$ cat config.mk
export PLATFORM = sky130hd
export DESIGN_NAME = pcie_bridge_config_access_shim_flat
export DESIGN_NICKNAME = d
export VERILOG_FILES = /design/src/pbcas_pkg.sv /design/src/pbcas_if.sv /design/src/pbcas_csr.sv /design/src/pbcas_fixup.sv /design/src/pcie_bridge_config_access_shim.sv /design/src/flat_wrapper.sv
export SDC_FILE = /design/constraint.sdc
export NUM_CORES = 1
export LEC_CHECK = 0
export BUFFER_PORTS_ARGS = -buffer_cell sky130_fd_sc_hd__buf_2
export CAP_MARGIN = 20
export CORE_ASPECT_RATIO = 0.75
export CORE_MARGIN = 2
export CORE_UTILIZATION = 56
export DETAILED_ROUTE_END_ITERATION = 8
export PLACE_DENSITY = 0.81
export SETUP_SLACK_MARGIN = 0.02
export SLEW_MARGIN = 20
export SYNTH_ARGS = -nofsm -noshare
export SYNTH_HDL_FRONTEND = slang
export SYNTH_HIERARCHICAL = 1
export SYNTH_SLANG_ARGS = --single-unit
$ cat constraint.sdc
create_clock -name clock -period 4.3 [get_ports clock]
set_clock_uncertainty 0.2 [all_clocks]
set_input_delay 0.215 -clock clock [delete_from_list [all_inputs] [get_ports clock]]
set_output_delay 0.215 -clock clock [all_outputs]
set_load 0.02 [all_outputs]
$ cat src/pbcas_pkg.sv
// ----------------------------------------------------------------------------
// pbcas_pkg
// Shared types, constants and lookup functions for the bridge configuration
// access shim.
// ----------------------------------------------------------------------------
package pbcas_pkg;

   // Access kinds.
   localparam logic OP_READ  = 1'b0;
   localparam logic OP_WRITE = 1'b1;

   // Access sizes that get a mask or a merge; anything else is a full word.
   localparam logic [2:0] SIZE_BYTE = 3'd1;
   localparam logic [2:0] SIZE_HALF = 3'd2;

   // Status codes.
   localparam logic STATUS_OK        = 1'b0;
   localparam logic STATUS_NOT_FOUND = 1'b1;

   // Configuration register indexes.
   localparam logic [1:0] REG_EA_BASE_LOW  = 2'd0;
   localparam logic [1:0] REG_EA_SIZE      = 2'd1;
   localparam logic [1:0] REG_EA_BASE_HIGH = 2'd2;

   localparam int          CSR_ADDR_WIDTH = 4;
   localparam logic [11:0] LIMIT_OFFSET   = 12'd2048;

   // Aligned configuration offsets with special handling.
   localparam logic [11:0] OFS_ID         = 12'h000;
   localparam logic [11:0] OFS_CMD_STATUS = 12'h004;
   localparam logic [11:0] OFS_CLASS      = 12'h008;
   localparam logic [11:0] OFS_HEADER     = 12'h00c;
   localparam logic [11:0] OFS_BUS_NUM    = 12'h018;
   localparam logic [11:0] OFS_IO_STATUS  = 12'h01c;
   localparam logic [11:0] OFS_PREF_MEM   = 12'h024;
   localparam logic [11:0] OFS_CAP_PTR    = 12'h040;
   localparam logic [11:0] OFS_CAP_44     = 12'h044;
   localparam logic [11:0] OFS_EA_LOW     = 12'h05c;
   localparam logic [11:0] OFS_EA_SIZE    = 12'h060;
   localparam logic [11:0] OFS_EA_HIGH    = 12'h064;
   localparam logic [11:0] OFS_INT_VEC    = 12'h070;
   localparam logic [11:0] OFS_STS_78     = 12'h078;
   localparam logic [11:0] OFS_STS_80     = 12'h080;
   localparam logic [11:0] OFS_STS_88     = 12'h088;
   localparam logic [11:0] OFS_STS_90     = 12'h090;
   localparam logic [11:0] OFS_STS_A0     = 12'h0a0;
   localparam logic [11:0] OFS_ERR_104    = 12'h104;
   localparam logic [11:0] OFS_ERR_110    = 12'h110;
   localparam logic [11:0] OFS_ERR_130    = 12'h130;
   localparam logic [11:0] OFS_ERR_180    = 12'h180;

   // Fixed read values.
   localparam logic [31:0] ID_WORD         = 32'hA02D177D;
   localparam logic [31:0] CMD_STATUS_WORD = 32'h00100006;
   localparam logic [31:0] CLASS_WORD      = 32'h06040100;
   localparam logic [31:0] HEADER_WORD     = 32'h00010000;
   localparam logic [31:0] BUS_NUM_WORD    = 32'h00010100;
   localparam logic [31:0] CAP_KEEP_MASK   = 32'hffff00ff;
   localparam logic [31:0] CAP_PTR_BITS    = 32'h00005000;

   typedef struct packed {
      logic        op;
      logic [7:0]  function_number;
      logic [11:0] offset;
      logic [2:0]  access_size;
      logic [31:0] write_data;
      logic [31:0] current_word;
   } req_type;

   typedef struct packed {
      logic        status;
      logic [31:0] read_data;
      logic        write_enable;
      logic [10:0] write_address;
      logic [31:0] write_word;
   } rsp_type;

   typedef struct packed {
      logic [31:0] base_low;
      logic [31:0] size;
      logic [31:0] base_high;
   } ea_regs_type;

   // Write-1-to-clear bits of the word at an aligned offset.
   function automatic logic [31:0] clear_bits(input logic [11:0] aligned);
      logic [31:0] bits;
      bits = 32'h0;
      case (aligned)
         OFS_CMD_STATUS, OFS_IO_STATUS: bits = 32'hff000000;
         OFS_CAP_44:                    bits = 32'hfffffe00;
         OFS_STS_78, OFS_STS_80, OFS_STS_88, OFS_STS_90, OFS_STS_A0:
            bits = 32'hffff0000;
         OFS_ERR_104, OFS_ERR_110, OFS_ERR_130, OFS_ERR_180:
            bits = 32'hffffffff;
         default: bits = 32'h0;
      endcase
      return bits;
   endfunction

   // Bits forced to one on every write of the word at an aligned offset.
   function automatic logic [31:0] one_bits(input logic [11:0] aligned);
      logic [31:0] bits;
      bits = 32'h0;
      case (aligned)
         OFS_IO_STATUS: bits = 32'h00000101;
         OFS_PREF_MEM:  bits = 32'h00010001;
         default:       bits = 32'h0;
      endcase
      return bits;
   endfunction

endpackage

$ cat src/pbcas_if.sv
// ----------------------------------------------------------------------------
// pbcas request and response channels
// Valid/ready channels carrying one access request and one access result.
// ----------------------------------------------------------------------------
interface pbcas_req_if;
   logic        valid;
   logic        ready;
   logic        op;
   logic [7:0]  function_number;
   logic [11:0] offset;
   logic [2:0]  access_size;
   logic [31:0] write_data;
   logic [31:0] current_word;

   modport source (
      output valid, op, function_number, offset, access_size, write_data,
             current_word,
      input  ready
   );
   modport sink (
      input  valid, op, function_number, offset, access_size, write_data,
             current_word,
      output ready
   );
endinterface

interface pbcas_rsp_if;
   logic        valid;
   logic        ready;
   logic        status;
   logic [31:0] read_data;
   logic        write_enable;
   logic [10:0] write_address;
   logic [31:0] write_word;

   modport source (
      output valid, status, read_data, write_enable, write_address, write_word,
      input  ready
   );
   modport sink (
      input  valid, status, read_data, write_enable, write_address, write_word,
      output ready
   );
endinterface

$ cat src/pbcas_csr.sv
// ----------------------------------------------------------------------------
// pbcas_csr
// APB register file holding the three enhanced-allocation words.
// ----------------------------------------------------------------------------
module pbcas_csr (
   input  logic                                clock,
   input  logic                                reset,
   input  logic                                psel,
   input  logic                                penable,
   input  logic                                pwrite,
   input  logic [pbcas_pkg::CSR_ADDR_WIDTH-1:0] paddr,
   input  logic [31:0]                         pwdata,
   output logic [31:0]                         prdata,
   output logic                                pready,
   output pbcas_pkg::ea_regs_type              ea_regs
);

   pbcas_pkg::ea_regs_type regs_ff, regs_in;
   logic                   wr_en;
   logic [1:0]             reg_index;

   assign pready    = 1'b1;
   assign reg_index = paddr[3:2];
   assign wr_en     = psel && penable && pwrite && pready;

   always_comb begin
      regs_in = regs_ff;
      if (wr_en) begin
         unique case (reg_index)
            pbcas_pkg::REG_EA_BASE_LOW:  regs_in.base_low  = pwdata;
            pbcas_pkg::REG_EA_SIZE:      regs_in.size      = pwdata;
            pbcas_pkg::REG_EA_BASE_HIGH: regs_in.base_high = pwdata;
            default:                     regs_in = regs_ff;
         endcase
      end
   end

   always_comb begin
      unique case (reg_index)
         pbcas_pkg::REG_EA_BASE_LOW:  prdata = regs_ff.base_low;
         pbcas_pkg::REG_EA_SIZE:      prdata = regs_ff.size;
         pbcas_pkg::REG_EA_BASE_HIGH: prdata = regs_ff.base_high;
         default:                     prdata = 32'h0;
      endcase
   end

   always_ff @(posedge clock) begin
      if (reset) begin
         regs_ff <= '0;
      end else begin
         regs_ff <= regs_in;
      end
   end

   assign ea_regs = regs_ff;

endmodule

$ cat src/pbcas_fixup.sv
// ----------------------------------------------------------------------------
// pbcas_fixup
// Decode, read patching, shift and mask, and write merge of one access.
// ----------------------------------------------------------------------------
module pbcas_fixup (
   input  pbcas_pkg::req_type     req,
   input  pbcas_pkg::ea_regs_type ea_regs,
   output pbcas_pkg::rsp_type     rsp
);

   logic        not_found;
   logic [11:0] aligned;
   logic [4:0]  shamt;
   logic [31:0] patched;
   logic [31:0] shifted;
   logic [31:0] lanes;
   logic [31:0] keep;
   logic [31:0] merged;
   logic [31:0] wr_word;
   logic        narrow;

   assign not_found = (req.function_number != 8'd0) ||
                      (req.offset >= pbcas_pkg::LIMIT_OFFSET);
   assign aligned   = {req.offset[11:2], 2'b00};
   assign shamt     = {req.offset[1:0], 3'b000};

   // Read side: patch the raw word for the emulated header fields.
   always_comb begin
      patched = req.current_word;
      case (aligned)
         pbcas_pkg::OFS_ID:         patched = pbcas_pkg::ID_WORD;
         pbcas_pkg::OFS_CMD_STATUS: patched = pbcas_pkg::CMD_STATUS_WORD;
         pbcas_pkg::OFS_CLASS:      patched = pbcas_pkg::CLASS_WORD;
         pbcas_pkg::OFS_HEADER:     patched = pbcas_pkg::HEADER_WORD;
         pbcas_pkg::OFS_BUS_NUM:    patched = pbcas_pkg::BUS_NUM_WORD;
         pbcas_pkg::OFS_CAP_PTR:
            patched = (req.current_word & pbcas_pkg::CAP_KEEP_MASK) |
                      pbcas_pkg::CAP_PTR_BITS;
         pbcas_pkg::OFS_EA_LOW:     patched = ea_regs.base_low;
         pbcas_pkg::OFS_EA_SIZE:    patched = ea_regs.size;
         pbcas_pkg::OFS_EA_HIGH:    patched = ea_regs.base_high;
         pbcas_pkg::OFS_INT_VEC: begin
            // An unassigned interrupt vector reads back as vector one.
            if (req.current_word[29:25] == 5'd0) begin
               patched = req.current_word | 32'h02000000;
            end
         end
         default: patched = req.current_word;
      endcase
   end

   always_comb begin
      shifted = patched >> shamt;
      case (req.access_size)
         pbcas_pkg::SIZE_BYTE: shifted = shifted & 32'h000000ff;
         pbcas_pkg::SIZE_HALF: shifted = shifted & 32'h0000ffff;
         default:              shifted = shifted;
      endcase
   end

   // Write side: merge narrow writes and apply the clear and set rules.
   always_comb begin
      narrow  = (req.access_size == pbcas_pkg::SIZE_BYTE) ||
                (req.access_size == pbcas_pkg::SIZE_HALF);
      lanes   = (req.access_size == pbcas_pkg::SIZE_BYTE) ? 32'h000000ff : 32'h0000ffff;
      keep    = ~(lanes << shamt);
      merged  = ((req.write_data & lanes) << shamt) | (req.current_word & keep);
      wr_word = narrow ? merged : req.write_data;
      // Write-1-to-clear bits in untouched bytes must not echo back as ones.
      if (narrow && (keep != 32'h0)) begin
         wr_word = wr_word & ~(keep & pbcas_pkg::clear_bits(aligned));
      end
      wr_word = wr_word | pbcas_pkg::one_bits(aligned);
   end

   always_comb begin
      rsp = '0;
      if (not_found) begin
         rsp.status = pbcas_pkg::STATUS_NOT_FOUND;
         if (req.op == pbcas_pkg::OP_READ) begin
            rsp.read_data = 32'hffffffff;
         end
      end else if (req.op == pbcas_pkg::OP_READ) begin
         rsp.status    = pbcas_pkg::STATUS_OK;
         rsp.read_data = shifted;
      end else begin
         rsp.status        = pbcas_pkg::STATUS_OK;
         rsp.write_enable  = 1'b1;
         rsp.write_address = aligned[10:0];
         rsp.write_word    = wr_word;
      end
   end

endmodule

$ cat src/pcie_bridge_config_access_shim.sv
// ----------------------------------------------------------------------------
// pcie_bridge_config_access_shim
// Bridge configuration access fixup with an input register and a result
// register around one pass of decode, patch and merge logic.
// ----------------------------------------------------------------------------
// The block takes one configuration request per clock unless the result side
// stalls, and returns exactly one result per request, in order. A request is
// captured in the input register, processed in one pass of combinational
// logic and held in the result register, from which it is shown on the result
// channel. The sustained rate is one request per cycle while the result side
// takes one per cycle. An empty input register takes a new request while a
// finished result waits. The user must write the three enhanced-allocation
// words through the APB port only while no request is in flight; the block
// itself does not enforce this. There is no clearing pass after reset.
module pcie_bridge_config_access_shim (
   input  logic                                clock,
   input  logic                                reset,
   pbcas_req_if.sink                           req_bus,
   pbcas_rsp_if.source                         rsp_bus,
   input  logic                                psel,
   input  logic                                penable,
   input  logic                                pwrite,
   input  logic [pbcas_pkg::CSR_ADDR_WIDTH-1:0] paddr,
   input  logic [31:0]                         pwdata,
   output logic [31:0]                         prdata,
   output logic                                pready
);

   pbcas_pkg::ea_regs_type ea_regs;
   pbcas_pkg::req_type     s1_req_ff, s1_req_in;
   logic                   s1_valid_ff, s1_valid_in;
   pbcas_pkg::rsp_type     out_rsp_ff, out_rsp_in;
   logic                   out_valid_ff, out_valid_in;
   pbcas_pkg::rsp_type     fix_rsp;
   logic                   out_free;
   logic                   s1_free;
   logic                   req_take;

   pbcas_csr u_csr (
      .clock   (clock),
      .reset   (reset),
      .psel    (psel),
      .penable (penable),
      .pwrite  (pwrite),
      .paddr   (paddr),
      .pwdata  (pwdata),
      .prdata  (prdata),
      .pready  (pready),
      .ea_regs (ea_regs)
   );

   pbcas_fixup u_fixup (
      .req     (s1_req_ff),
      .ea_regs (ea_regs),
      .rsp     (fix_rsp)
   );

   assign out_free      = !out_valid_ff || rsp_bus.ready;
   assign s1_free       = !s1_valid_ff || out_free;
   assign req_bus.ready = s1_free;
   assign req_take      = req_bus.valid && s1_free;

   always_comb begin
      s1_valid_in = s1_valid_ff;
      s1_req_in   = s1_req_ff;
      if (s1_free) begin
         s1_valid_in                 = req_bus.valid;
         s1_req_in.op                = req_bus.op;
         s1_req_in.function_number   = req_bus.function_number;
         s1_req_in.offset            = req_bus.offset;
         s1_req_in.access_size       = req_bus.access_size;
         s1_req_in.write_data        = req_bus.write_data;
         s1_req_in.current_word      = req_bus.current_word;
      end
   end

   always_comb begin
      out_valid_in = out_valid_ff;
      out_rsp_in   = out_rsp_ff;
      if (out_free) begin
         out_valid_in = s1_valid_ff;
         out_rsp_in   = fix_rsp;
      end
   end

   always_ff @(posedge clock) begin
      if (reset) begin
         s1_valid_ff  <= 1'b0;
         out_valid_ff <= 1'b0;
      end else begin
         s1_valid_ff  <= s1_valid_in;
         out_valid_ff <= out_valid_in;
      end
   end

   always_ff @(posedge clock) begin
      s1_req_ff  <= s1_req_in;
      out_rsp_ff <= out_rsp_in;
   end

   assign rsp_bus.valid         = out_valid_ff;
   assign rsp_bus.status        = out_rsp_ff.status;
   assign rsp_bus.read_data     = out_rsp_ff.read_data;
   assign rsp_bus.write_enable  = out_rsp_ff.write_enable;
   assign rsp_bus.write_address = out_rsp_ff.write_address;
   assign rsp_bus.write_word    = out_rsp_ff.write_word;

   // A write-back is only ever produced for a found access.
   a_we_implies_ok: assert property (@(posedge clock) disable iff (reset)
      (rsp_bus.valid && rsp_bus.write_enable) |->
         (rsp_bus.status == pbcas_pkg::STATUS_OK))
      else $error("write-back issued with not-found status");

   // Write-back addresses are word aligned.
   a_we_aligned: assert property (@(posedge clock) disable iff (reset)
      (rsp_bus.valid && rsp_bus.write_enable) |->
         (rsp_bus.write_address[1:0] == 2'b00))
      else $error("unaligned write-back address");

   // An accepted request always lands in the input register.
   a_take_fills_s1: assert property (@(posedge clock) disable iff (reset)
      req_take |=> s1_valid_ff)
      else $error("accepted request lost");

   // With both registers full and the result stalled, no request is taken.
   a_full_blocks: assert property (@(posedge clock) disable iff (reset)
      (s1_valid_ff && out_valid_ff && !rsp_bus.ready) |-> !req_bus.ready)
      else $error("request taken while pipeline full");

endmodule

$ cat src/flat_wrapper.sv
// flat-port wrapper written by rule: the top's interface ports become plain ports
module pcie_bridge_config_access_shim_flat 
  (clock, reset, psel, penable, pwrite, paddr, pwdata, prdata, pready, req_bus_valid, req_bus_op, req_bus_function_number, req_bus_offset, req_bus_access_size, req_bus_write_data, req_bus_current_word, req_bus_ready, rsp_bus_valid, rsp_bus_status, rsp_bus_read_data, rsp_bus_write_enable, rsp_bus_write_address, rsp_bus_write_word, rsp_bus_ready);
  pbcas_req_if req_bus_i ();
  pbcas_rsp_if rsp_bus_i ();
  input  logic clock;
  input  logic reset;
  input  logic psel;
  input  logic penable;
  input  logic pwrite;
  input  logic [pbcas_pkg::CSR_ADDR_WIDTH-1:0] paddr;
  input  logic [31:0] pwdata;
  output logic [31:0] prdata;
  output logic pready;
  input wire logic [$bits(req_bus_i.valid)-1:0] req_bus_valid;
  input wire logic [$bits(req_bus_i.op)-1:0] req_bus_op;
  input wire logic [$bits(req_bus_i.function_number)-1:0] req_bus_function_number;
  input wire logic [$bits(req_bus_i.offset)-1:0] req_bus_offset;
  input wire logic [$bits(req_bus_i.access_size)-1:0] req_bus_access_size;
  input wire logic [$bits(req_bus_i.write_data)-1:0] req_bus_write_data;
  input wire logic [$bits(req_bus_i.current_word)-1:0] req_bus_current_word;
  output wire logic [$bits(req_bus_i.ready)-1:0] req_bus_ready;
  output wire logic [$bits(rsp_bus_i.valid)-1:0] rsp_bus_valid;
  output wire logic [$bits(rsp_bus_i.status)-1:0] rsp_bus_status;
  output wire logic [$bits(rsp_bus_i.read_data)-1:0] rsp_bus_read_data;
  output wire logic [$bits(rsp_bus_i.write_enable)-1:0] rsp_bus_write_enable;
  output wire logic [$bits(rsp_bus_i.write_address)-1:0] rsp_bus_write_address;
  output wire logic [$bits(rsp_bus_i.write_word)-1:0] rsp_bus_write_word;
  input wire logic [$bits(rsp_bus_i.ready)-1:0] rsp_bus_ready;
  assign req_bus_i.valid = req_bus_valid;
  assign req_bus_i.op = req_bus_op;
  assign req_bus_i.function_number = req_bus_function_number;
  assign req_bus_i.offset = req_bus_offset;
  assign req_bus_i.access_size = req_bus_access_size;
  assign req_bus_i.write_data = req_bus_write_data;
  assign req_bus_i.current_word = req_bus_current_word;
  assign req_bus_ready = req_bus_i.ready;
  assign rsp_bus_valid = rsp_bus_i.valid;
  assign rsp_bus_status = rsp_bus_i.status;
  assign rsp_bus_read_data = rsp_bus_i.read_data;
  assign rsp_bus_write_enable = rsp_bus_i.write_enable;
  assign rsp_bus_write_address = rsp_bus_i.write_address;
  assign rsp_bus_write_word = rsp_bus_i.write_word;
  assign rsp_bus_i.ready = rsp_bus_ready;
  pcie_bridge_config_access_shim u_core (.clock(clock), .reset(reset), .req_bus(req_bus_i), .rsp_bus(rsp_bus_i), .psel(psel), .penable(penable), .pwrite(pwrite), .paddr(paddr), .pwdata(pwdata), .prdata(prdata), .pready(pready));
endmodule
=== Word level (Yosys, flattened, before mapping) ===
Index checks and enable logic that the tools add are counted.

* Magnitude comparators: 1
* Equal/unequal tests: 25
* Shifts and indexed selects: 3
* Mux-type cells: 14
* Bitwise operators: 9
* Reductions and logical operators: 21

{| class="wikitable"
|+ Operator list
! cell !! number
|-
| one-hot mux 32 bit (10 select lines) || 1
|-
| two-way mux 32 bit || 5
|-
| one-hot mux 32 bit (4 select lines) || 1
|-
| AND 32 bit || 3
|-
| one-hot mux 32 bit (3 select lines) || 1
|-
| equality test 10 x 5 -> 1 bit (second input constant) || 7
|-
| inverter 32 bit || 2
|-
| bitwise OR 32 bit || 2
|-
| one-hot mux 32 bit (2 select lines) || 1
|-
| two-way mux 44 bit || 1
|-
| equality test 10 x 6 -> 1 bit (second input constant) || 4
|-
| equality test 10 x 7 -> 1 bit (second input constant) || 4
|-
| one-hot mux 17 bit (2 select lines) || 1
|-
| two-way mux 33 bit || 1
|-
| AND 32 x 16 -> 32 bit || 1
|-
| nonzero test 32 bit || 1
|-
| left shift 16 x 5 -> 32 bit || 1
|-
| left shift 32 x 5 -> 32 bit || 1
|-
| >> shifter 32 x 5 -> 32 bit || 1
|-
| two-way mux 26 bit || 1
|-
| equality test 10 x 2 -> 1 bit (second input constant) || 2
|-
| equality test 10 x 3 -> 1 bit (second input constant) || 2
|-
| two-way mux 16 bit || 1
|-
| >= comparator 12 bit (second input constant) || 1
|-
| other kinds (18) || 27
|}

* Register bits: 263
* Input bits: 131
* Output and inout port bits: 112

=== Logic depth before layout (Yosys ltp) ===
Gate-level depths: netlist of the first run.

* Word-level depth: 13
* Mapped depth: 11
* Mapped depth without buffers: 7

=== By module ===
The synthesis of the first run kept the hierarchy.

{| class="wikitable"
|+ Modules (own cells, without submodules)
! module !! instances !! cells each !! area each (µm²)
|-
| pcie_bridge_config_access_shim || 1 || 173 || 5026.1
|-
| pbcas_csr || 1 || 461 || 4531.8
|-
| pbcas_fixup || 1 || 480 || 2936.6
|}

=== Worst setup path before layout of the first run ===
No wires, ideal clock.

* Path type: register to register
* Start point: reg u_core.out_valid_ff, in the netlist u_core/rsp_bus.valid
* End point: reg u_core/s1_req_ff[0] in the netlist's numbering (enable)
* Setup time: 1124 ps
* Arrival time: 2598 ps
* Slack: 379 ps
* Cell stages (with the launch flop): 2
* Path buffers: 0
* Period minus slack after synthesis: 3921 ps
* Cell sequence: dfxtp_1 -> nand3b_1

* Cells in the longest elaborated chain, start to end: 3

{| class="wikitable"
|+ Ends and longest elaborated chain
! what !! RTL line !! RTL
|-
| from (decl) || pcie_bridge_config_access_shim.sv:33 || <nowiki>logic out_valid_ff, out_valid_in;</nowiki>
|-
| from (signal assigned) || pcie_bridge_config_access_shim.sv:92 || <nowiki>out_valid_ff <= out_valid_in;</nowiki>
|-
| logical NOT 1 bit || pcie_bridge_config_access_shim.sv:58 || <nowiki>assign out_free = !out_valid_ff || rsp_bus.ready;</nowiki>
|-
| logical OR 1 bit || pcie_bridge_config_access_shim.sv:58 ||
|-
| logical OR 1 bit || pcie_bridge_config_access_shim.sv:59 || <nowiki>assign s1_free = !s1_valid_ff || out_free;</nowiki>
|-
| via req_bus_ready || flat_wrapper.sv:22 || <nowiki>output wire logic [$bits(req_bus_i.ready)-1:0] req_bus_ready;</nowiki>
|-
| to (signal assigned) || pcie_bridge_config_access_shim.sv:97 || <nowiki>s1_req_ff <= s1_req_in;</nowiki>
|-
| to (decl) || pcie_bridge_config_access_shim.sv:30 || <nowiki>pbcas_pkg::req_type s1_req_ff, s1_req_in;</nowiki>
|}

The timed path passes the listed nets, and every way through them passes these cells.
A chain may end at the register's enable or synchronous reset.

==> impl_metrics.csv, run 1 <==
group,metric,value,unit
outcome,status,"completed",
yosys,async_flop_share,0,%
yosys,synth_top_flop_cell,"edfxtp_1",
cells_and_area,layout.nets,1582,
cells_and_area,multi_input_area,5134,um2
power_and_ir_drop,power_frac_clock,39.9,%
placed_design,pre_cts_slack,749.3,ps
cells_and_area,final_common_cell,"buf_2",
floorplan,floorplan.initialDensity,56.81,%
timing,setup_viol,0,
placed_design,dp_cells,1594,
yosys,syn_area_per_cell,11.22,um2
hold_path,hp-start,"penable",
timing,finalHoldViolations,0,
drt,ant_nets,0,
cells_and_area,fill_cells,1523,
yosys,synth_top_family_by_area,"simple AND/OR/NAND/NOR gates",
power_and_ir_drop,pwr_density_cell,364.0,nW/um2
timing,timing.slew.headroom,33.90,%
drt,via_per_inst,6.073,
power_and_ir_drop,peakVddDrop,0.3077,mV
timing,drv_slew,0,
floorplan,die_w,176.5,um
clock_tree,cts_sinks,263,
yosys,synth.largest_area_cell,"edfxtp_1",
floorplan,die_y,133.4,um
timing,min_period_over_period,86.83,%
drt,wl_per_cell,22.49,um
yosys,synth_top_area_share,39.66,%
drt,first_pass_iters,5,
floorplan,rows,47,
setup_path,arrival,3820,ps
timing,tightest_slew,991.4,ps
placed_design,gp_congestion,0.9783,
flow_run,drv_cap,0,
setup_path,cp-end-kind,"flip-flop",
yosys,yosys.area_share.simple,15.16,%
global_route,grt_pass1_wl,59.40,mm
global_route,grt_pass1_vias,10230,
cells_and_area,layout_common_cells,"buf_2 (239), edfxtp_1 (165), nand2b_1 (134)",
cells_and_area,final-instance-count-excl-fill,1767,
drt,first_iter_violations,1656,
cells_and_area,fin_util,72.87,%
cells_and_area,ff_latch_area,6917,um2
global_route,grt.total_usage,33.07,%
floorplan,core-area,21990,um2
setup_path,r2r-start,"u_core/s1_req_ff[71]",
setup_path,critical_path_class,"flip-flop to flip-flop",
clock_tree,tritoncts,"done",
clock_tree,htree_levels,1,
yosys,yosys_warnings,6,
timing,whs,75.33,ps
setup_path,cp_max_fo,19,
floorplan,die-area,23540,um2
yosys,synthXorXnorAreaFrac,0.1402,%
floorplan,io_pins,243,
timing,setup_ws,566.1,ps
cells_and_area,synthToLayoutAreaGrowth,28.27,%
clock_tree,cts_buffers,27,
timing,max_freq,0.2678,GHz
yosys,synth_cells,1114,
hold_path,hp-class,"primary input to flip-flop",
power_and_ir_drop,p_total,5.834,mW
power_and_ir_drop,p_switching,1.442,mW
yosys,synth_compound_area_share,14.20,%
timing,rsz0062_at_grt,"no",
setup_path,worst_ep_required_time,4390,ps
placed_design,place_hpwl,25.87,mm
yosys,syn-cell-area,12490,um2
setup_path,critPathLaunch,"u_core/s1_req_ff[71]",
power_and_ir_drop,p_seq_share,49.2,%
yosys,ys_ff_latch,263,
setup_path,start_kind,"flip-flop",
power_and_ir_drop,swShare,24.71,%
yosys,synthTopCellsByArea,"edfxtp_1 (40%), dfxtp_1 (16%), mux2i_1 (11%), nand2b_1 (6.8%), nand2_1 (2.7%)",
power_and_ir_drop,p_comb_share,10.9,%
yosys,synth_seq_area_share,55.36,%
clock_tree,ctsLongestPathBuffers,3,
cells_and_area,final_area,16030,um2
global_route,grt_max_degree,61,
yosys,ys_types,76,
drt,route.detailed.drc,0,
drt,routed_wl,39.74,mm
yosys,synth_edf_count,165,
power_and_ir_drop,internal-power,4.393,mW
clock_tree,post_cts_buffers,0,
global_route,antenna_found_initial,0,
placed_design,numPortBuffers,239,
yosys,synth_mux_area_share,11.21,%
timing,period_needed,3734,ps
clock_tree,clkTransAtPathRegs,60,ps
clock_tree,clk_latency,550,ps
power_and_ir_drop,p_leak,6.850,nW
global_route,gr-total-overflow,0,
timing,tns,0,ps
placed_design,place_area,13940,um2
drt,via_count,10730,
yosys,synthAdderAreaFrac,0.08011,%
clock_tree,cts_root_buf,"clkbuf_16",
cells_and_area,drive_above_1_share,22.83,%
critical path, stage by stage (launching register included):
cell	delay (ps)
edfxtp_1	750
nand2b_1	320
o2bb2ai_1	120
o21ai_2	370
nand2b_1	680
buf_4	300
a21o_1	180
o22ai_1	80
o41ai_1	460
routing by layer:
layer / wire (um) / vias to the layer above / global-route usage, %
li1: - / 4804 / -
met1: 15730 / 5089 / 46.64
met2: 18090 / 731 / 51.37
met3: 4485 / 107 / 6.878
met4: 1438 / 0 / 10.93
met5: 0 / - / 0
power by group through the flow:
stage                     sequential, mW  combinational (mW)  clock (mW)
after floorplan                     2.94               0.277           0
after global placement              2.91               0.518           0
after detailed placement            2.91               0.526           0
after CTS                           2.86               0.616        2.32
after global routing                2.87               0.670        2.45
final                               2.87               0.636        2.33
kinds of logic after synthesis:
| family | count (synthesis) |
|---|---|
| other cells | 2 |
| fa+ha+maj | 1 |
| simple gates | 344 |
| xor+xnor | 2 |
| buf+inv | 103 |
| mux | 139 |
| compound gates | 260 |
| flops | 263 |
worst paths after layout:
kind | depth (start not counted) | slack [ps] | to
hold / removal | 4 | 80 | u_core/u_csr/ea_regs[74]
setup / recovery | 8 | 570 | u_core/rsp_bus.read_data[1]
setup reg to reg | 8 | 570 | u_core/rsp_bus.read_data[1]
hold reg to reg | 2 | 290 | u_core/rsp_bus.valid
cell type report:
| type | count | share of cell area [%] |
|---|---|---|
| Clock inverter | 20 | 1.109 |
| Clock buffer | 30 | 4.286 |
| Multi-Input combinational cell | 749 | 32.03 |
| Timing Repair Buffer | 395 | 16.75 |
| Inverter | 15 | 0.3513 |
| Sequential cell | 263 | 43.16 |
| Antenna cell | 1 | 0.01561 |
| Tap cell | 294 | 2.295 |
repair_timing:
action / 4_1_cts / 5_1_grt
endpoints found under the setup margin: 0 / 0
hold buffers: 122 / 0
hold endpoints to repair: 186 / 0
gates resized for setup: 0 / 0
flip-flops by register name, indices dropped and copies added, names as in the netlist:
signal and flops:
u_core/rsp_bus.status 1, u_core/rsp_bus.read_data 32, u_core/rsp_bus.write_enable 1, u_core/rsp_bus.write_word 32, u_core/s1_req_ff 88, u_core/rsp_bus.write_address 11
u_core/rsp_bus.valid 1, u_core/s1_valid_ff 1, u_core/u_csr/ea_regs 96
synth_stat cells (13+ instances only):
master,number
a21oi_1,58
a221oi_1,13
a22o_1,13
a22oi_1,22
buf_2,22
clkbuf_1,53
dfxtp_1,98
edfxtp_1,165
inv_1,15
mux2i_1,132
nand2_1,90
nand2b_1,135
nand3_1,22
nor2_1,34
o21ai_0,53
o21ai_1,13
Note: power is estimated with default switching activity, not from simulation.
==> inputs of run 2 (changes only) <==
- clock period: 4.3 -> 3.96 ns (I/O delays scaled with it)
==> impl_metrics.csv, run 2 (synthesized netlist as in run 1, its figures left out) <==
group,metric,value,unit
outcome,status,"completed",
cells_and_area,largest_register_ffs,96,
timing,min_period_over_period,88.46,%
setup_path,r2r-start,"u_core/s1_req_ff[70]",
setup_path,crit_chain,"or3b_2 -> a21oi_1 -> o21ai_2 -> nand2b_1 -> buf_12 -> a21boi_0 -> a22o_1 -> a311oi_1",
setup_path,r2r_setup_slack,460,ps
cells_and_area,drive_above_1_share,23.36,%
clock_tree,clkTransAtPathRegs,70,ps
drt,ant_nets,0,
placed_design,numPortBuffers,239,
placed_design,place_hpwl,25.85,mm
clock_tree,cts_buffers,26,
clock_tree,cts_root_buf,"clkbuf_16",
power_and_ir_drop,pwr_density_cell,393.8,nW/um2
cells_and_area,final_common_cell,"buf_2",
global_route,grt_max_degree,131,
power_and_ir_drop,p_leak,6.875,nW
timing,tightest_slew,1014,ps
placed_design,place_area,13990,um2
hold_path,hp-class,"primary input to flip-flop",
cells_and_area,fill_cells,1507,
clock_tree,tritoncts,"done",
drt,routed_wl,40.54,mm
cells_and_area,layout.nets,1588,
clock_tree,clk_latency,540,ps
timing,whs,48.57,ps
timing,finalHoldViolations,0,
setup_path,max_stage_delay,560,ps
timing,timing.slew.headroom,32.43,%
global_route,grt.total_usage,33.83,%
global_route,grt_pass1_wl,60.95,mm
setup_path,ff2ff_path_depth,8,
setup_path,crit_slowest_cell,"edfxtp_1",
floorplan,die_y,133.4,um
hold_path,hp-start,"penable",
flow_run,drv_cap,0,
timing,drv_slew,0,
global_route,grt_pass1_vias,10430,
drt,wl_per_cell,22.88,um
setup_path,arrival,3540,ps
setup_path,critical_path_class,"flip-flop to flip-flop",
hold_path,whs_path_depth,4,
placed_design,pre_cts_slack,641.7,ps
cells_and_area,final_area,16080,um2
clock_tree,ctsLongestPathBuffers,3,
floorplan,die_w,176.5,um
timing,tns,0,ps
floorplan,core-area,21990,um2
floorplan,rows,47,
floorplan,die-area,23540,um2
setup_path,cp_max_fo,20,
drt,via_count,10870,
setup_path,worst_ep_required_time,3990,ps
power_and_ir_drop,peakVddDrop,0.3083,mV
cells_and_area,synthToLayoutAreaGrowth,28.72,%
clock_tree,postCtsResizedCells,0,
drt,via_per_inst,6.132,
timing,max_freq,0.2855,GHz
timing,setup_ws,456.8,ps
setup_path,reg2reg_to,"u_core/rsp_bus.read_data[4]",
placed_design,gp_congestion,0.9643,
drt,first_pass_iters,8,
clock_tree,cts_sinks,263,
floorplan,io_pins,243,
global_route,antenna_found_initial,1,
setup_path,cp-end-kind,"flip-flop",
setup_path,critPathTopFamily,"compound AO/OA/AOI/OAI gates",
setup_path,start_kind,"flip-flop",
floorplan,floorplan.initialDensity,56.81,%
timing,period_needed,3503,ps
setup_path,crit_buf_inv,1,
drt,first_iter_violations,1544,
power_and_ir_drop,p_total,6.334,mW
global_route,gr-total-overflow,0,
timing,rsz0062_at_grt,"no",
timing,setup_viol,0,
hold_path,hold_end,"u_core/u_csr/ea_regs[67]",
cells_and_area,layout_common_cells,"buf_2 (239), edfxtp_1 (165), nand2b_1 (134)",
drt,route.detailed.drc,0,
clock_tree,htree_levels,1,
## run 2: changes by cell type in the layout (fill, tap and decap cells not counted), moves of 2 or more
cell        previous run  this run
buf_4                 33        39
clkinv_1              10         6
clkinv_2               3         0
clkinv_4               0         2
clkinvlp_2             2         4
## run 2: stage by stage
stage | std cells | utilization, %
2_1_floorplan | 1115 | -
3_3_place_gp | 1601 | 63.63
3_5_place_dp | 1601 | 63.63
4_1_cts | 1770 | 73.06
5_1_grt | 1772 | 73.13
6_report | 1772 | 73.13
## run 2: final cells by class
cell class	count	area, um2	area share, %
sequential	263	6917	43.01
clock buffer	30	686.9	4.271
antenna	1	2.502	0.01556
multi-input combinational	749	5124	31.86
clock inverter	18	177.7	1.105
inverter	15	56.30	0.3501
timing repair buffer	402	2751	17.11
tap	294	367.9	2.287
## run 2: how the worst max path moves through the flow
| stage | from | cells after the start | slack (ps) | endpoint |
|---|---|---|---|---|
| 2_1_floorplan | u_core/rsp_bus.valid | 1 | 40 | u_core/s1_req_ff[0] |
| 3_3_place_gp | u_core/s1_req_ff[71] | 6 | 710 | u_core/rsp_bus.read_data[15] |
| 3_5_place_dp | u_core/s1_req_ff[70] | 8 | 640 | u_core/rsp_bus.read_data[4] |
| 4_1_cts | u_core/s1_req_ff[70] | 8 | 560 | u_core/rsp_bus.read_data[4] |
| 5_1_grt | u_core/s1_req_ff[70] | 8 | 330 | u_core/rsp_bus.read_data[4] |
| 6_report | u_core/s1_req_ff[70] | 8 | 460 | u_core/rsp_bus.read_data[4] |
## run 2: layer usage
metal / GRT usage, % / share of wire, % / up-vias
li1: - / - / 4820
met3: 7.135 / 11 / 107
met1: 46.89 / 40 / 5222
met2: 53.73 / 46 / 717
met5: 0 / 0 / -
met4: 10.42 / 3.5 / 0
## run 2: power breakdown
group	internal (mW)	switching (mW)
combinational	0.304	0.388
clock	1.45	1.08
sequential	3.03	0.0955
## run 2: worst min-delay path, stage by stage
cell and delay, ps:
buf_2 110, nand3_1 160, nor3_4 130, mux2i_1 130
## run 2: repair_timing
| action | CTS | global route |
|---|---|---|
| hold endpoints to repair | 185 | 0 |
| setup buffers | 0 | 0 |
| hold buffers | 121 | 0 |
| setup endpoints to repair | 0 | 0 |
==> inputs of run 3 (changes only) <==
- ABC_AREA: unset -> 1
- PLACE_DENSITY: 0.81 -> 0.8
==> impl_metrics.csv, run 3 <==
group,metric,value,unit
placed_design,pre_cts_slack,1137,ps
hold_path,hp-class,"primary input to flip-flop",
outcome,status,"completed",
clock_tree,clk_latency,530,ps
setup_path,reg2reg_to,"u_core/rsp_bus.write_word[12]",
timing,min_period_over_period,78.42,%
timing,tightest_slew,1023,ps
timing,setup_viol,0,
global_route,grt.busiest_layer,"met2",
hold_path,hold_end,"u_core/u_csr/ea_regs[31]",
timing,period_needed,3105,ps
power_and_ir_drop,p_leak,7.444,nW
timing,finalHoldViolations,0,
global_route,grt.total_usage,33.24,%
yosys,synth_seq_area_share,53.28,%
clock_tree,cts_buffers,27,
yosys,ys_types,39,
yosys,synth_compound_area_share,5.812,%
clock_tree,cts_root_buf,"clkbuf_16",
global_route,grtUsageMet1,45.28,%
yosys,synth_edf_count,165,
timing,max_freq,0.3220,GHz
timing,rsz0062_at_grt,"no",
yosys,syn_area_per_cell,7.877,um2
setup_path,r2r_setup_slack,850,ps
clock_tree,htree_levels,1,
floorplan,die_w,179.8,um
placed_design,gp_congestion,0.9190,
yosys,yosys_warnings,6,
power_and_ir_drop,p_comb_share,11.5,%
cells_and_area,drive_above_1_share,17.29,%
clock_tree,postCtsResizedCells,0,
drt,via_count,12700,
power_and_ir_drop,p_seq_share,47.7,%
yosys,synthAdderAreaFrac,0,%
cells_and_area,final_common_cell,"nand2_1",
yosys,yosysMostFrequentCell,"nand2_1",
timing,drv_slew,0,
cells_and_area,largest_register_ffs,96,
yosys,ys_ff_latch,263,
global_route,grt_pass1_wl,63.73,mm
drt,route.detailed.drc,0,
drt,routed_wl,41.87,mm
floorplan,die-area,24430,um2
yosys,yosys.area_share.simple,34.49,%
yosys,synth_top_flop_cell,"edfxtp_1",
global_route,gr-total-overflow,0,
yosys,synth_commonest_cells,"nand2_1 (530), nor2_1 (267), nand3_1 (192), edfxtp_1 (165), dfxtp_1 (98)",
floorplan,io_pins,243,
global_route,met2_usage,53.02,%
floorplan,die_y,135.9,um
setup_path,start_kind,"flip-flop",
drt,first_iter_violations,1918,
setup_path,arrival,3260,ps
global_route,grt_pass1_vias,11850,
yosys,synth_cells,1648,
floorplan,floorplan.initialDensity,56.73,%
yosys,synthTopCellsByArea,"edfxtp_1 (38%), nand2_1 (15%), dfxtp_1 (15%), nor2_1 (7.7%), nand3_1 (7.4%)",
global_route,antenna_found_initial,1,
clock_tree,clkTransAtPathRegs,70,ps
power_and_ir_drop,pwr_density_cell,395.6,nW/um2
timing,timing.slew.headroom,31.82,%
cells_and_area,layout_common_cells,"nand2_1 (529), nor2_1 (267), buf_2 (239)",
power_and_ir_drop,p_switching,1.632,mW
placed_design,place_hpwl,26.80,mm
power_and_ir_drop,power_frac_clock,40.9,%
hold_path,whs_path_depth,6,
setup_path,ff2ff_path_depth,6,
setup_path,r2r-start,"u_core/s1_req_ff[67]",
timing,setup_ws,854.7,ps
timing,tns,0,ps
yosys,synthXorXnorAreaFrac,0,%
yosys,synth_top_area_share,38.17,%
clock_tree,tritoncts,"done",
clock_tree,cts_sinks,263,
hold_path,hp-start,"pwrite",
drt,wl_per_cell,18.23,um
drt,first_pass_iters,6,
yosys,synth.largest_area_cell,"edfxtp_1",
setup_path,cp-end-kind,"flip-flop",
setup_path,cp_max_fo,35,
drt,via_per_inst,5.530,
setup_path,worst_ep_required_time,4110,ps
power_and_ir_drop,internal-power,4.890,mW
floorplan,rows,48,
clock_tree,ctsLongestPathBuffers,3,
floorplan,core-area,22880,um2
power_and_ir_drop,swShare,25.03,%
global_route,met3_usage,7.554,%
setup_path,critical_path_class,"flip-flop to flip-flop",
drt,ant_nets,0,
yosys,async_flop_share,0,%
placed_design,numPortBuffers,239,
global_route,grt_max_degree,71,
yosys,synth_top_family_by_area,"simple AND/OR/NAND/NOR gates",
yosys,synth_mux_area_share,0,%
yosys,syn-cell-area,12980,um2
cells_and_area,synthToLayoutAreaGrowth,27.01,%
power_and_ir_drop,peakVddDrop,0.3645,mV
cells_and_area,layout.nets,2106,
flow_run,drv_cap,0,
-- run 3: changes by cell type after synthesis, sizes merged, moves of 22 or more --
cell and delta:
inv +76, buf +33, mux2i -132, nor2 +249
clkbuf -32, nand2 +443, nand3 +180, nand4 +22
nand2b -135
-- run 3: repair_timing --
action,CTS,global route
buffers inserted,0,0
hold buffers,122,0
hold endpoints to repair,186,0
-- run 3: per-layer routing --
layer,part of all wire [%],wire length [um]
met1,39,16400
met2,46,19250
met3,12,4845
met4,3.3,1379
met5,0,0
-- run 3: final cells by class --
cell class | instances | area, um2
fill | 1748 | 6395
timing repair buffer | 386 | 2630
tap | 300 | 375.4
multi-input combinational | 1201 | 5283
inverter | 96 | 360.3
clock buffer | 30 | 686.9
sequential | 263 | 6917
antenna | 2 | 5.005
clock inverter | 19 | 230.2
-- run 3: metrics by stage --
stage / instances / hold slack (ps) / total power, mW / instance area [um2] / utilization [%]
CTS: 2295 / 61.82 / 6.491 / 16480 / 72.03
detailed placement: 2124 / 176.1 / 3.788 / 14340 / 62.69
floorplan: 1649 / 67.07 / 3.540 / 12990 / -
global placement: 2124 / 175.4 / 3.777 / 14340 / 62.69
global route: 2296 / 124.3 / 6.713 / 16480 / 72.04
finish: 2297 / 78.33 / 6.522 / 16490 / 72.05
-- run 3: critical path: stages (launching register included) --
cell,delay [ps]
edfxtp_1,700
clkinv_1,210
buf_4,310
a21oi_1,800
a21o_1,330
nand2_1,130
a21oi_1,230
-- run 3: cell families (layout without fill, tap and decap cells) --
| group | count (synthesis) | count (layout) |
|---|---|---|
| simple gates | 1063 | 1063 |
| flops | 263 | 263 |
| buf+inv | 185 | 531 |
| compound gates | 135 | 135 |
| other cells | 2 | 5 |
-- run 3: worst max-delay path by stage --
stage,cells past startpoint,start,endpoint
floorplan,1,u_core/rsp_bus.valid,u_core/rsp_bus.read_data[0]
global placement,6,u_core/s1_req_ff[82],u_core/rsp_bus.read_data[30]
detailed placement,6,u_core/s1_req_ff[81],u_core/rsp_bus.read_data[24]
CTS,6,u_core/s1_req_ff[81],u_core/rsp_bus.read_data[24]
global route,6,u_core/s1_req_ff[82],u_core/rsp_bus.read_data[24]
finish,6,u_core/s1_req_ff[67],u_core/rsp_bus.write_word[12]
-- run 3: power by group through the flow --
stage	clock network (mW)	logic, mW	registers (mW)
6_report	2.66	0.750	3.11
5_1_grt	2.79	0.807	3.12
4_1_cts	2.66	0.721	3.11
3_5_place_dp	0	0.626	3.16
3_3_place_gp	0	0.618	3.16
2_1_floorplan	0	0.341	3.20
